$ cat src/hdl/onewire_bus_master_engine_unit_assert.svh
// ----------------------------------------------------------------------------
// Assertion macros for the 1-Wire bus master engine
// Concurrent assertion helpers, included by the engine top to check its logic.
// ----------------------------------------------------------------------------
`ifndef ONEWIRE_BUS_MASTER_ENGINE_UNIT_ASSERT_SVH
`define ONEWIRE_BUS_MASTER_ENGINE_UNIT_ASSERT_SVH

// Same-cycle implication, disabled while reset is asserted.
`define OBME_ASSERT_IMPLY(label, clk, rstn, cond, prop) \
    label: assert property (@(posedge clk) disable iff (!(rstn)) (cond) |-> (prop)) \
        else $error("assertion failed: label");

// Next-cycle implication, disabled while reset is asserted.
`define OBME_ASSERT_NEXT(label, clk, rstn, cond, prop) \
    label: assert property (@(posedge clk) disable iff (!(rstn)) (cond) |=> (prop)) \
        else $error("assertion failed: label");

`endif

$ cat src/hdl/obme_pkg.sv
// ----------------------------------------------------------------------------
// 1-Wire bus master engine package
// Phase, command and status codes, register indexes, phase durations and shared types.
// ----------------------------------------------------------------------------
package obme_pkg;

    // Default width of the microsecond timer.
    localparam int TIMER_WIDTH_DEF = 11;

    // Bus phases.
    localparam logic [3:0] PH_IDLE      = 4'd0;
    localparam logic [3:0] PH_RST_LOW   = 4'd1;
    localparam logic [3:0] PH_RST_WAIT  = 4'd2;
    localparam logic [3:0] PH_RST_HOLD  = 4'd3;
    localparam logic [3:0] PH_WR_LOW    = 4'd4;
    localparam logic [3:0] PH_WR_VAL    = 4'd5;
    localparam logic [3:0] PH_WR_GAP    = 4'd6;
    localparam logic [3:0] PH_RD_LOW    = 4'd7;
    localparam logic [3:0] PH_RD_WAIT   = 4'd8;
    localparam logic [3:0] PH_RD_HOLD   = 4'd9;
    localparam logic [3:0] PH_CV_SAMPLE = 4'd10;
    localparam logic [3:0] PH_CV_DELAY  = 4'd11;

    // Commands.
    localparam logic [2:0] OP_NONE  = 3'd0;
    localparam logic [2:0] OP_RESET = 3'd1;
    localparam logic [2:0] OP_WRITE = 3'd2;
    localparam logic [2:0] OP_READ  = 3'd3;
    localparam logic [2:0] OP_WAIT  = 3'd4;

    // Completion status codes.
    localparam logic [1:0] ST_OK          = 2'd0;
    localparam logic [1:0] ST_NO_PRESENCE = 2'd1;
    localparam logic [1:0] ST_TIMEOUT     = 2'd2;

    // Configuration register indexes.
    localparam logic CFG_IDX_TICKS = 1'b0;
    localparam logic CFG_IDX_POLLS = 1'b1;

    // Reset values of the configuration registers.
    localparam logic [7:0]  TICKS_RESET = 8'd1;
    localparam logic [15:0] POLLS_RESET = 16'd37500;

    localparam logic [15:0] POLL_MAX = 16'hFFFF;

    // Engine state apart from the microsecond timer.
    typedef struct packed {
        logic [3:0]  phase;
        logic [7:0]  prescale;
        logic [2:0]  bit_pos;
        logic [7:0]  shift;
        logic [15:0] polls;
        logic [1:0]  status;
        logic [7:0]  tx;
        logic        fault;
    } state_t;

    // One result item.
    typedef struct packed {
        logic [7:0] read_byte;
        logic [1:0] status;
        logic       done;
        logic       busy;
        logic       release_line;
    } result_t;

    // Length in microseconds of a timed phase; zero for untimed phases.
    function automatic logic [9:0] phase_dur(input logic [3:0] ph);
        logic [9:0] dur;
        unique case (ph)
            PH_RST_LOW:  dur = 10'd500;
            PH_RST_WAIT: dur = 10'd100;
            PH_RST_HOLD: dur = 10'd500;
            PH_WR_LOW:   dur = 10'd3;
            PH_WR_VAL:   dur = 10'd57;
            PH_WR_GAP:   dur = 10'd3;
            PH_RD_LOW:   dur = 10'd2;
            PH_RD_WAIT:  dur = 10'd10;
            PH_RD_HOLD:  dur = 10'd48;
            PH_CV_DELAY: dur = 10'd20;
            default:     dur = 10'd0;
        endcase
        return dur;
    endfunction

endpackage

$ cat src/hdl/onewire_bus_master_engine_unit.sv
// ----------------------------------------------------------------------------
// 1-Wire bus master engine
// Drives reset/presence, byte write, byte read and conversion wait on the bus.
// ----------------------------------------------------------------------------
// Each input item is one bus tick and yields exactly one result item. An item
// is taken every cycle: the tick logic runs from the state registers in one
// pass and its result is registered in a two-entry output buffer, and input
// ready only drops once both entries are full. Bus timing is counted in items,
// not clock cycles, through the ticks-per-microsecond prescaler.
module onewire_bus_master_engine_unit #(
    parameter int TIMER_WIDTH = obme_pkg::TIMER_WIDTH_DEF
) (
    input  logic        aclk,
    input  logic        aresetn,
    // Input items.
    input  logic        s_tvalid,
    output logic        s_tready,
    input  logic [15:0] s_tdata,   // [7:0] data_byte, [8] line_level, [15:9] zero
    input  logic [2:0]  s_tuser,   // [2:0] op
    // Result items.
    output logic        m_tvalid,
    input  logic        m_tready,
    output logic [15:0] m_tdata,   // [0] line_release, [1] busy_res, [2] done_res,
                                   // [4:3] status, [12:5] read_byte, [15:13] zero
    // Configuration writes.
    input  logic        cfg_wr_en,
    input  logic        cfg_index,
    input  logic [15:0] cfg_wdata
);

    logic [7:0]             ticks_reg;
    logic [15:0]            polls_reg;
    obme_pkg::state_t       state_reg;
    obme_pkg::state_t       state_next;
    logic [TIMER_WIDTH-1:0] timer_reg;
    logic [TIMER_WIDTH-1:0] timer_next;
    obme_pkg::result_t      res;
    obme_pkg::result_t      out_res;
    logic                   accept;

    assign accept = s_tvalid && s_tready;

    // Configuration registers.
    always_ff @(posedge aclk) begin
        if (!aresetn) begin
            ticks_reg <= obme_pkg::TICKS_RESET;
            polls_reg <= obme_pkg::POLLS_RESET;
        end else if (cfg_wr_en) begin
            unique case (cfg_index)
                obme_pkg::CFG_IDX_TICKS: ticks_reg <= cfg_wdata[7:0];
                obme_pkg::CFG_IDX_POLLS: polls_reg <= cfg_wdata;
                default: ;
            endcase
        end
    end

    // Tick logic.
    obme_step #(
        .TIMER_WIDTH(TIMER_WIDTH)
    ) u_step (
        .st          (state_reg),
        .tmr         (timer_reg),
        .ticks_per_us(ticks_reg),
        .poll_limit  (polls_reg),
        .op          (s_tuser),
        .data_byte   (s_tdata[7:0]),
        .line_level  (s_tdata[8]),
        .st_next     (state_next),
        .tmr_next    (timer_next),
        .res         (res)
    );

    // Engine state advances once per accepted item.
    always_ff @(posedge aclk) begin
        if (!aresetn) begin
            state_reg <= '0;
            timer_reg <= '0;
        end else if (accept) begin
            state_reg <= state_next;
            timer_reg <= timer_next;
        end
    end

    // Result buffer.
    obme_skid u_skid (
        .aclk      (aclk),
        .aresetn   (aresetn),
        .push      (accept),
        .push_data (res),
        .push_ready(s_tready),
        .out_valid (m_tvalid),
        .out_data  (out_res),
        .out_ready (m_tready)
    );

    assign m_tdata = {3'b000, out_res.read_byte, out_res.status, out_res.done,
                      out_res.busy, out_res.release_line};

`include "onewire_bus_master_engine_unit_assert.svh"

    // A completing tick never reports busy.
    `OBME_ASSERT_IMPLY(a_done_not_busy, aclk, aresetn, accept && res.done, !res.busy)
    // Leaving a command always signals completion.
    `OBME_ASSERT_IMPLY(a_exit_done, aclk, aresetn,
        accept && state_reg.phase != obme_pkg::PH_IDLE
            && state_next.phase == obme_pkg::PH_IDLE, res.done)
    // The bit counter is back at zero whenever the engine is idle.
    `OBME_ASSERT_IMPLY(a_idle_bitpos, aclk, aresetn,
        state_reg.phase == obme_pkg::PH_IDLE, state_reg.bit_pos == 3'd0)
    // Input is only held off while a result is waiting.
    `OBME_ASSERT_IMPLY(a_stall_has_output, aclk, aresetn, !s_tready, m_tvalid)

endmodule

$ cat src/hdl/obme_step.sv
// ----------------------------------------------------------------------------
// 1-Wire engine tick logic
// Next state and result item for one tick, from the current state and item.
// ----------------------------------------------------------------------------
module obme_step #(
    parameter int TIMER_WIDTH = obme_pkg::TIMER_WIDTH_DEF
) (
    input  obme_pkg::state_t        st,
    input  logic [TIMER_WIDTH-1:0]  tmr,
    input  logic [7:0]              ticks_per_us,
    input  logic [15:0]             poll_limit,
    input  logic [2:0]              op,
    input  logic [7:0]              data_byte,
    input  logic                    line_level,
    output obme_pkg::state_t        st_next,
    output logic [TIMER_WIDTH-1:0]  tmr_next,
    output obme_pkg::result_t       res
);

    logic [9:0]             dur;
    logic [8:0]             pre_inc;
    logic                   tick_us;
    logic [TIMER_WIDTH-1:0] tmr_inc;
    logic                   elapsed;
    logic                   done_flag;

    // Prescaler and microsecond timer of the current phase.
    always_comb begin
        dur     = obme_pkg::phase_dur(st.phase);
        pre_inc = {1'b0, st.prescale} + 9'd1;
        tick_us = pre_inc >= {1'b0, ticks_per_us};
        tmr_inc = tmr + {{(TIMER_WIDTH-1){1'b0}}, 1'b1};
        elapsed = tick_us && (tmr_inc >= TIMER_WIDTH'(dur));
    end

    // Phase sequencing.
    always_comb begin
        st_next   = st;
        tmr_next  = tmr;
        done_flag = 1'b0;

        // Timed phases advance the prescaler every tick and the timer once per microsecond.
        if (dur != 10'd0) begin
            st_next.prescale = tick_us ? 8'd0 : pre_inc[7:0];
            if (elapsed) begin
                tmr_next = '0;
            end else if (tick_us) begin
                tmr_next = tmr_inc;
            end
        end

        unique case (st.phase)
            obme_pkg::PH_IDLE: begin
                if (op == obme_pkg::OP_RESET) begin
                    st_next.fault = 1'b0;
                    st_next.phase = obme_pkg::PH_RST_LOW;
                end else if (op == obme_pkg::OP_WRITE) begin
                    st_next.tx      = data_byte;
                    st_next.bit_pos = 3'd0;
                    st_next.phase   = obme_pkg::PH_WR_LOW;
                end else if (op == obme_pkg::OP_READ) begin
                    st_next.shift   = 8'd0;
                    st_next.bit_pos = 3'd0;
                    st_next.phase   = obme_pkg::PH_RD_LOW;
                end else if (op == obme_pkg::OP_WAIT) begin
                    st_next.polls = 16'd0;
                    st_next.phase = obme_pkg::PH_CV_SAMPLE;
                end
            end
            obme_pkg::PH_RST_LOW: begin
                if (elapsed) st_next.phase = obme_pkg::PH_RST_WAIT;
            end
            obme_pkg::PH_RST_WAIT: begin
                if (elapsed) begin
                    st_next.fault = line_level;
                    st_next.phase = obme_pkg::PH_RST_HOLD;
                end
            end
            obme_pkg::PH_RST_HOLD: begin
                if (elapsed) begin
                    st_next.status = st.fault ? obme_pkg::ST_NO_PRESENCE : obme_pkg::ST_OK;
                    done_flag      = 1'b1;
                    st_next.phase  = obme_pkg::PH_IDLE;
                end
            end
            obme_pkg::PH_WR_LOW: begin
                if (elapsed) st_next.phase = obme_pkg::PH_WR_VAL;
            end
            obme_pkg::PH_WR_VAL: begin
                if (elapsed) st_next.phase = obme_pkg::PH_WR_GAP;
            end
            obme_pkg::PH_WR_GAP: begin
                if (elapsed) begin
                    if (st.bit_pos == 3'd7) begin
                        st_next.bit_pos = 3'd0;
                        st_next.status  = obme_pkg::ST_OK;
                        done_flag       = 1'b1;
                        st_next.phase   = obme_pkg::PH_IDLE;
                    end else begin
                        st_next.bit_pos = st.bit_pos + 3'd1;
                        st_next.phase   = obme_pkg::PH_WR_LOW;
                    end
                end
            end
            obme_pkg::PH_RD_LOW: begin
                if (elapsed) st_next.phase = obme_pkg::PH_RD_WAIT;
            end
            obme_pkg::PH_RD_WAIT: begin
                if (elapsed) begin
                    if (line_level) st_next.shift[st.bit_pos] = 1'b1;
                    st_next.phase = obme_pkg::PH_RD_HOLD;
                end
            end
            obme_pkg::PH_RD_HOLD: begin
                if (elapsed) begin
                    if (st.bit_pos == 3'd7) begin
                        st_next.bit_pos = 3'd0;
                        st_next.status  = obme_pkg::ST_OK;
                        done_flag       = 1'b1;
                        st_next.phase   = obme_pkg::PH_IDLE;
                    end else begin
                        st_next.bit_pos = st.bit_pos + 3'd1;
                        st_next.phase   = obme_pkg::PH_RD_LOW;
                    end
                end
            end
            obme_pkg::PH_CV_SAMPLE: begin
                if (line_level) begin
                    st_next.status = obme_pkg::ST_OK;
                    done_flag      = 1'b1;
                    st_next.phase  = obme_pkg::PH_IDLE;
                end else begin
                    if (st.polls != obme_pkg::POLL_MAX) st_next.polls = st.polls + 16'd1;
                    st_next.phase = obme_pkg::PH_CV_DELAY;
                end
            end
            obme_pkg::PH_CV_DELAY: begin
                if (elapsed) begin
                    if (st.polls >= poll_limit) begin
                        st_next.status = obme_pkg::ST_TIMEOUT;
                        done_flag      = 1'b1;
                        st_next.phase  = obme_pkg::PH_IDLE;
                    end else begin
                        st_next.phase = obme_pkg::PH_CV_SAMPLE;
                    end
                end
            end
            default: begin
                st_next.phase = obme_pkg::PH_IDLE;
            end
        endcase

        // Any phase change restarts the phase timing.
        if (st_next.phase != st.phase) begin
            st_next.prescale = 8'd0;
            tmr_next         = '0;
        end
    end

    // Result item, taken from the updated state.
    always_comb begin
        if (st_next.phase == obme_pkg::PH_RST_LOW || st_next.phase == obme_pkg::PH_WR_LOW
                || st_next.phase == obme_pkg::PH_RD_LOW) begin
            res.release_line = 1'b0;
        end else if (st_next.phase == obme_pkg::PH_WR_VAL) begin
            res.release_line = st_next.tx[st_next.bit_pos];
        end else begin
            res.release_line = 1'b1;
        end
        res.busy      = st_next.phase != obme_pkg::PH_IDLE;
        res.done      = done_flag;
        res.status    = st_next.status;
        res.read_byte = st_next.shift;
    end

endmodule

$ cat src/hdl/obme_skid.sv
// ----------------------------------------------------------------------------
// 1-Wire engine result buffer
// Two-entry output register with a skid stage so input ready is registered.
// ----------------------------------------------------------------------------
module obme_skid (
    input  logic              aclk,
    input  logic              aresetn,
    input  logic              push,
    input  obme_pkg::result_t push_data,
    output logic              push_ready,
    output logic              out_valid,
    output obme_pkg::result_t out_data,
    input  logic              out_ready
);

    logic              main_valid_reg;
    logic              skid_valid_reg;
    obme_pkg::result_t main_reg;
    obme_pkg::result_t skid_reg;

    assign push_ready = !skid_valid_reg;
    assign out_valid  = main_valid_reg;
    assign out_data   = main_reg;

    // Valid flags.
    always_ff @(posedge aclk) begin
        if (!aresetn) begin
            main_valid_reg <= 1'b0;
            skid_valid_reg <= 1'b0;
        end else if (!main_valid_reg || out_ready) begin
            main_valid_reg <= skid_valid_reg || push;
            skid_valid_reg <= 1'b0;
        end else if (push) begin
            skid_valid_reg <= 1'b1;
        end
    end

    // Payload; the skid entry drains first, and no item is pushed while it is full.
    always_ff @(posedge aclk) begin
        if (!main_valid_reg || out_ready) begin
            main_reg <= skid_valid_reg ? skid_reg : push_data;
        end else if (push) begin
            skid_reg <= push_data;
        end
    end

endmodule

$ cat config.mk
export PLATFORM = sky130hd
export DESIGN_NAME = onewire_bus_master_engine_unit
export DESIGN_NICKNAME = d
export VERILOG_FILES = /design/src/hdl/obme_pkg.sv /design/src/hdl/onewire_bus_master_engine_unit.sv /design/src/hdl/obme_step.sv /design/src/hdl/obme_skid.sv
export VERILOG_INCLUDE_DIRS = /design/src /design/src/hdl
export SDC_FILE = /design/constraint.sdc
export NUM_CORES = 1
export LEC_CHECK = 0
export ABC_AREA = 1
export BUFFER_PORTS_ARGS = -buffer_cell sky130_fd_sc_hd__buf_4
export CORE_MARGIN = 2
export CORE_UTILIZATION = 28
export CTS_CLUSTER_DIAMETER = 50
export DETAILED_ROUTE_END_ITERATION = 8
export SKIP_LAST_GASP = 1
export SLEW_MARGIN = 20
export SYNTH_ARGS = -nofsm -noshare
export SYNTH_HDL_FRONTEND = slang
export SYNTH_SLANG_ARGS = --single-unit
$ cat constraint.sdc
create_clock -name aclk -period 3.9 [get_ports aclk]
set_input_delay 0.195 -clock aclk [delete_from_list [all_inputs] [get_ports aclk]]
set_output_delay 0.195 -clock aclk [all_outputs]
set_load 0.05 [all_outputs]
==> run metrics <==
Post-synth ARST share 0%; top cell type by total area after synthesis dfxtp_1; Synth Register Bits 121; Max H-tree Level 4; commonest non-fill, non-tap cell in the layout nand2_1; crit path capture u_skid.out_data[1]; full die area 26,200 um2; endpoint class of the critical path register; Fin. Hold Viols 0; Max-slew headroom 38.2%; Post-synth EDFFs 26; skew final 0.00992 ns; Port-buffer cells 48; Max VDD drop 0.287 mV; Final min period 3.59 ns; slew of the pin with the lowest slew margin 0.926 ns; Die W 162 um; Synth top area share 27.3%; Synth Instances 961; met1 Use GR approximately 17%; TritonRoute pass-1 iters 5; routability cong. 0.874; Area Growth Syn to Fin 21.6%; DR DRC count 0; Worst Hold Class input pin to register; vias in the first global route 5,618; Avg Inst Size Synth 7.25 um2; via count 6,129; Worst R2R Start timer_reg[1]; total wire length 16,400 um; CTS Buffer Depth 2; total CTS buffers 17; Worst Setup Start Kind register; I/O pins 59; grt met2 use 20.6%; Top FF cell, synth dfxtp_1; reg-to-reg setup timing slack 0.31 ns; period utilization between 90% and 100%; CTS sink cnt 121; Pwr Density just over 500 nW/um2; Stages on worst setup path 25; Crit Path Max Fanout 4; commonest non-fill, non-tap cells in the layout 192 x nand2_1, 150 x inv_1, 95 x dfxtp_1; Cell Area, Placed 7680 um2; post-synth design cell area 6970 um2; clk slew on worst S/H paths approximately 0.060 ns; Synth cell types 47; met3 Usage GRT 2.94%; critical path's slowest cell or4_1; DR vias/cell 4.52; setup violators final 0; Post-DRT Antenna Nets 0; reg2reg end u_skid.out_data[1]; antenna violations before repair 0; Avg WL per Cell 12.1 um; Layout fillers between 2,000 and 3,000; share of cells above drive strength 1 13.9%; Die Span Y 162 um; Worst Hold Slack 0.0307 ns; Critical Path Start timer_reg[1]; Hold Crit Start cfg_wdata[2]; Nets between 1,000 and 1,500; CTS tree yes; Iteration-0 DRC Markers about 390; first-pass GRT wire length 27,000 um; remaining global-route overflow 0; diodes inserted 0; CP delay by family, top simple AND/OR/NAND/NOR gates; status finished, final reports clean; total core area 24,400 um2; post-synthesis sequential area ratio 38.5%; clk_lat worst skew between 0.4 and 0.5 ns; most used cell, CP nand2_1; gr usage total 12.8%; Leak roughly 4 nW; crit path buf inv count 2; Syn. warnings 0; fin. max-slew vios 0; total of max-cap violations 0; largest cells by area after synthesis dfxtp_1 27%, edfxtp_1 11%, nand2_1 10%; Detail Placement HPWL between 10,000 and 15,000 um; Root Driver clkbuf_16; Placement Rows 57; Max Clock Freq 279 MHz; max reg flops 50; fin area roughly 8500 um2; largest stage delay on the critical path 0.63 ns; pin count of the biggest net entering global routing 53; reg2reg path depth 25; CP arrival 3.76 ns; gr busiest metal met2; crit path kind register to register; Initial Util 28.6%; Required @ worst endpoint roughly 4.1 ns
-- cell type report --
cell class	count	area [um2]	share of cell area, %
multi-input combinational	652	3570	42.1
sequential	121	2680	31.7
inverter	158	593	7.00
timing repair buffer	70	584	6.90
clock buffer	17	425	5.02
tap	324	405	4.79
clock inverter	15	213	2.51
-- per-stage QoR --
step	std cells	TNS, ns	utilization, %	worst slack [ns]	power [mW]
6_report	1357	0	34.7	0.314	4.38
5_1_grt	1357	-0.0670	34.7	-0.0391	4.63
4_1_cts	1354	0	34.4	0.275	4.33
3_5_place_dp	1315	0	31.5	0.307	2.59
3_3_place_gp	1315	0	31.5	0.319	2.58
2_1_floorplan	963	0	-	0.584	2.32
-- kinds of logic after synthesis --
| kind of cell | share of synthesized area [%] |
|---|---|
| adders and majority gates | 6.83 |
| buffers and inverters | 10.8 |
| muxes | 0.575 |
| and+or+nand+nor | 26.1 |
| other | 0.0538 |
| xor gates and xnor gates | 1.38 |
| AOI/OAI and AO/OA | 15.8 |
| DFF | 38.5 |
-- metal layers --
metal  share of wire, %  routed length, um  vias up
met2                 44               7300      107
met1                 50               8140     2733
met5                  0                  0        -
met3                4.4                717       18
met4                1.6                265        0
li1                   -                  -     3271
-- Yosys cell counts, types with 5 or more instances --
| cell | instances |
|---|---|
| inv_1 | 150 |
| a21oi_1 | 84 |
| a211oi_1 | 8 |
| nand2_1 | 192 |
| dfxtp_1 | 95 |
| clkbuf_1 | 18 |
| nor2_2 | 7 |
| nor3_1 | 13 |
| nand3_1 | 44 |
| nand2_2 | 15 |
| buf_4 | 5 |
| inv_2 | 7 |
| ha_1 | 38 |
| o21ai_0 | 60 |
| nor2_1 | 91 |
| xor2_1 | 10 |
| nand4_1 | 21 |
| o211ai_1 | 18 |
| edfxtp_1 | 26 |
-- report_power, final --
group          switching [mW]  total [mW]  leakage, nW  internal, mW
Clock                   0.635        1.72        0.302          1.08
Sequential             0.0685        1.47         1.05          1.40
Combinational           0.769        1.20         2.64         0.431
-- worst min-delay path by stage --
stage | end | slack (ns) | depth (start not counted)
floorplan | ticks_reg[0] | 0.32 | 2
global placement | polls_reg[9] | 0.41 | 3
detailed placement | polls_reg[9] | 0.42 | 3
CTS | polls_reg[2] | 0.01 | 3
global route | polls_reg[2] | 0.03 | 3
finish | polls_reg[2] | 0.03 | 3
-- timing repair --
item | in CTS | in global routing
buffers inserted | 0 | 2
gates resized for setup | 0 | 7
endpoints found under the hold margin | 7 | 0
setup endpoints to repair | 0 | 15
hold buffers | 7 | 0
-- worst min-delay path: cells and delay by family --
| family | cells | cell delay [ns] |
|---|---|---|
| buf+inv | 1 | 0.10 |
| compound gates | 1 | 0.07 |
| simple gates | 1 | 0.05 |
No activity file was read; power rests on OpenSTA's default activity.
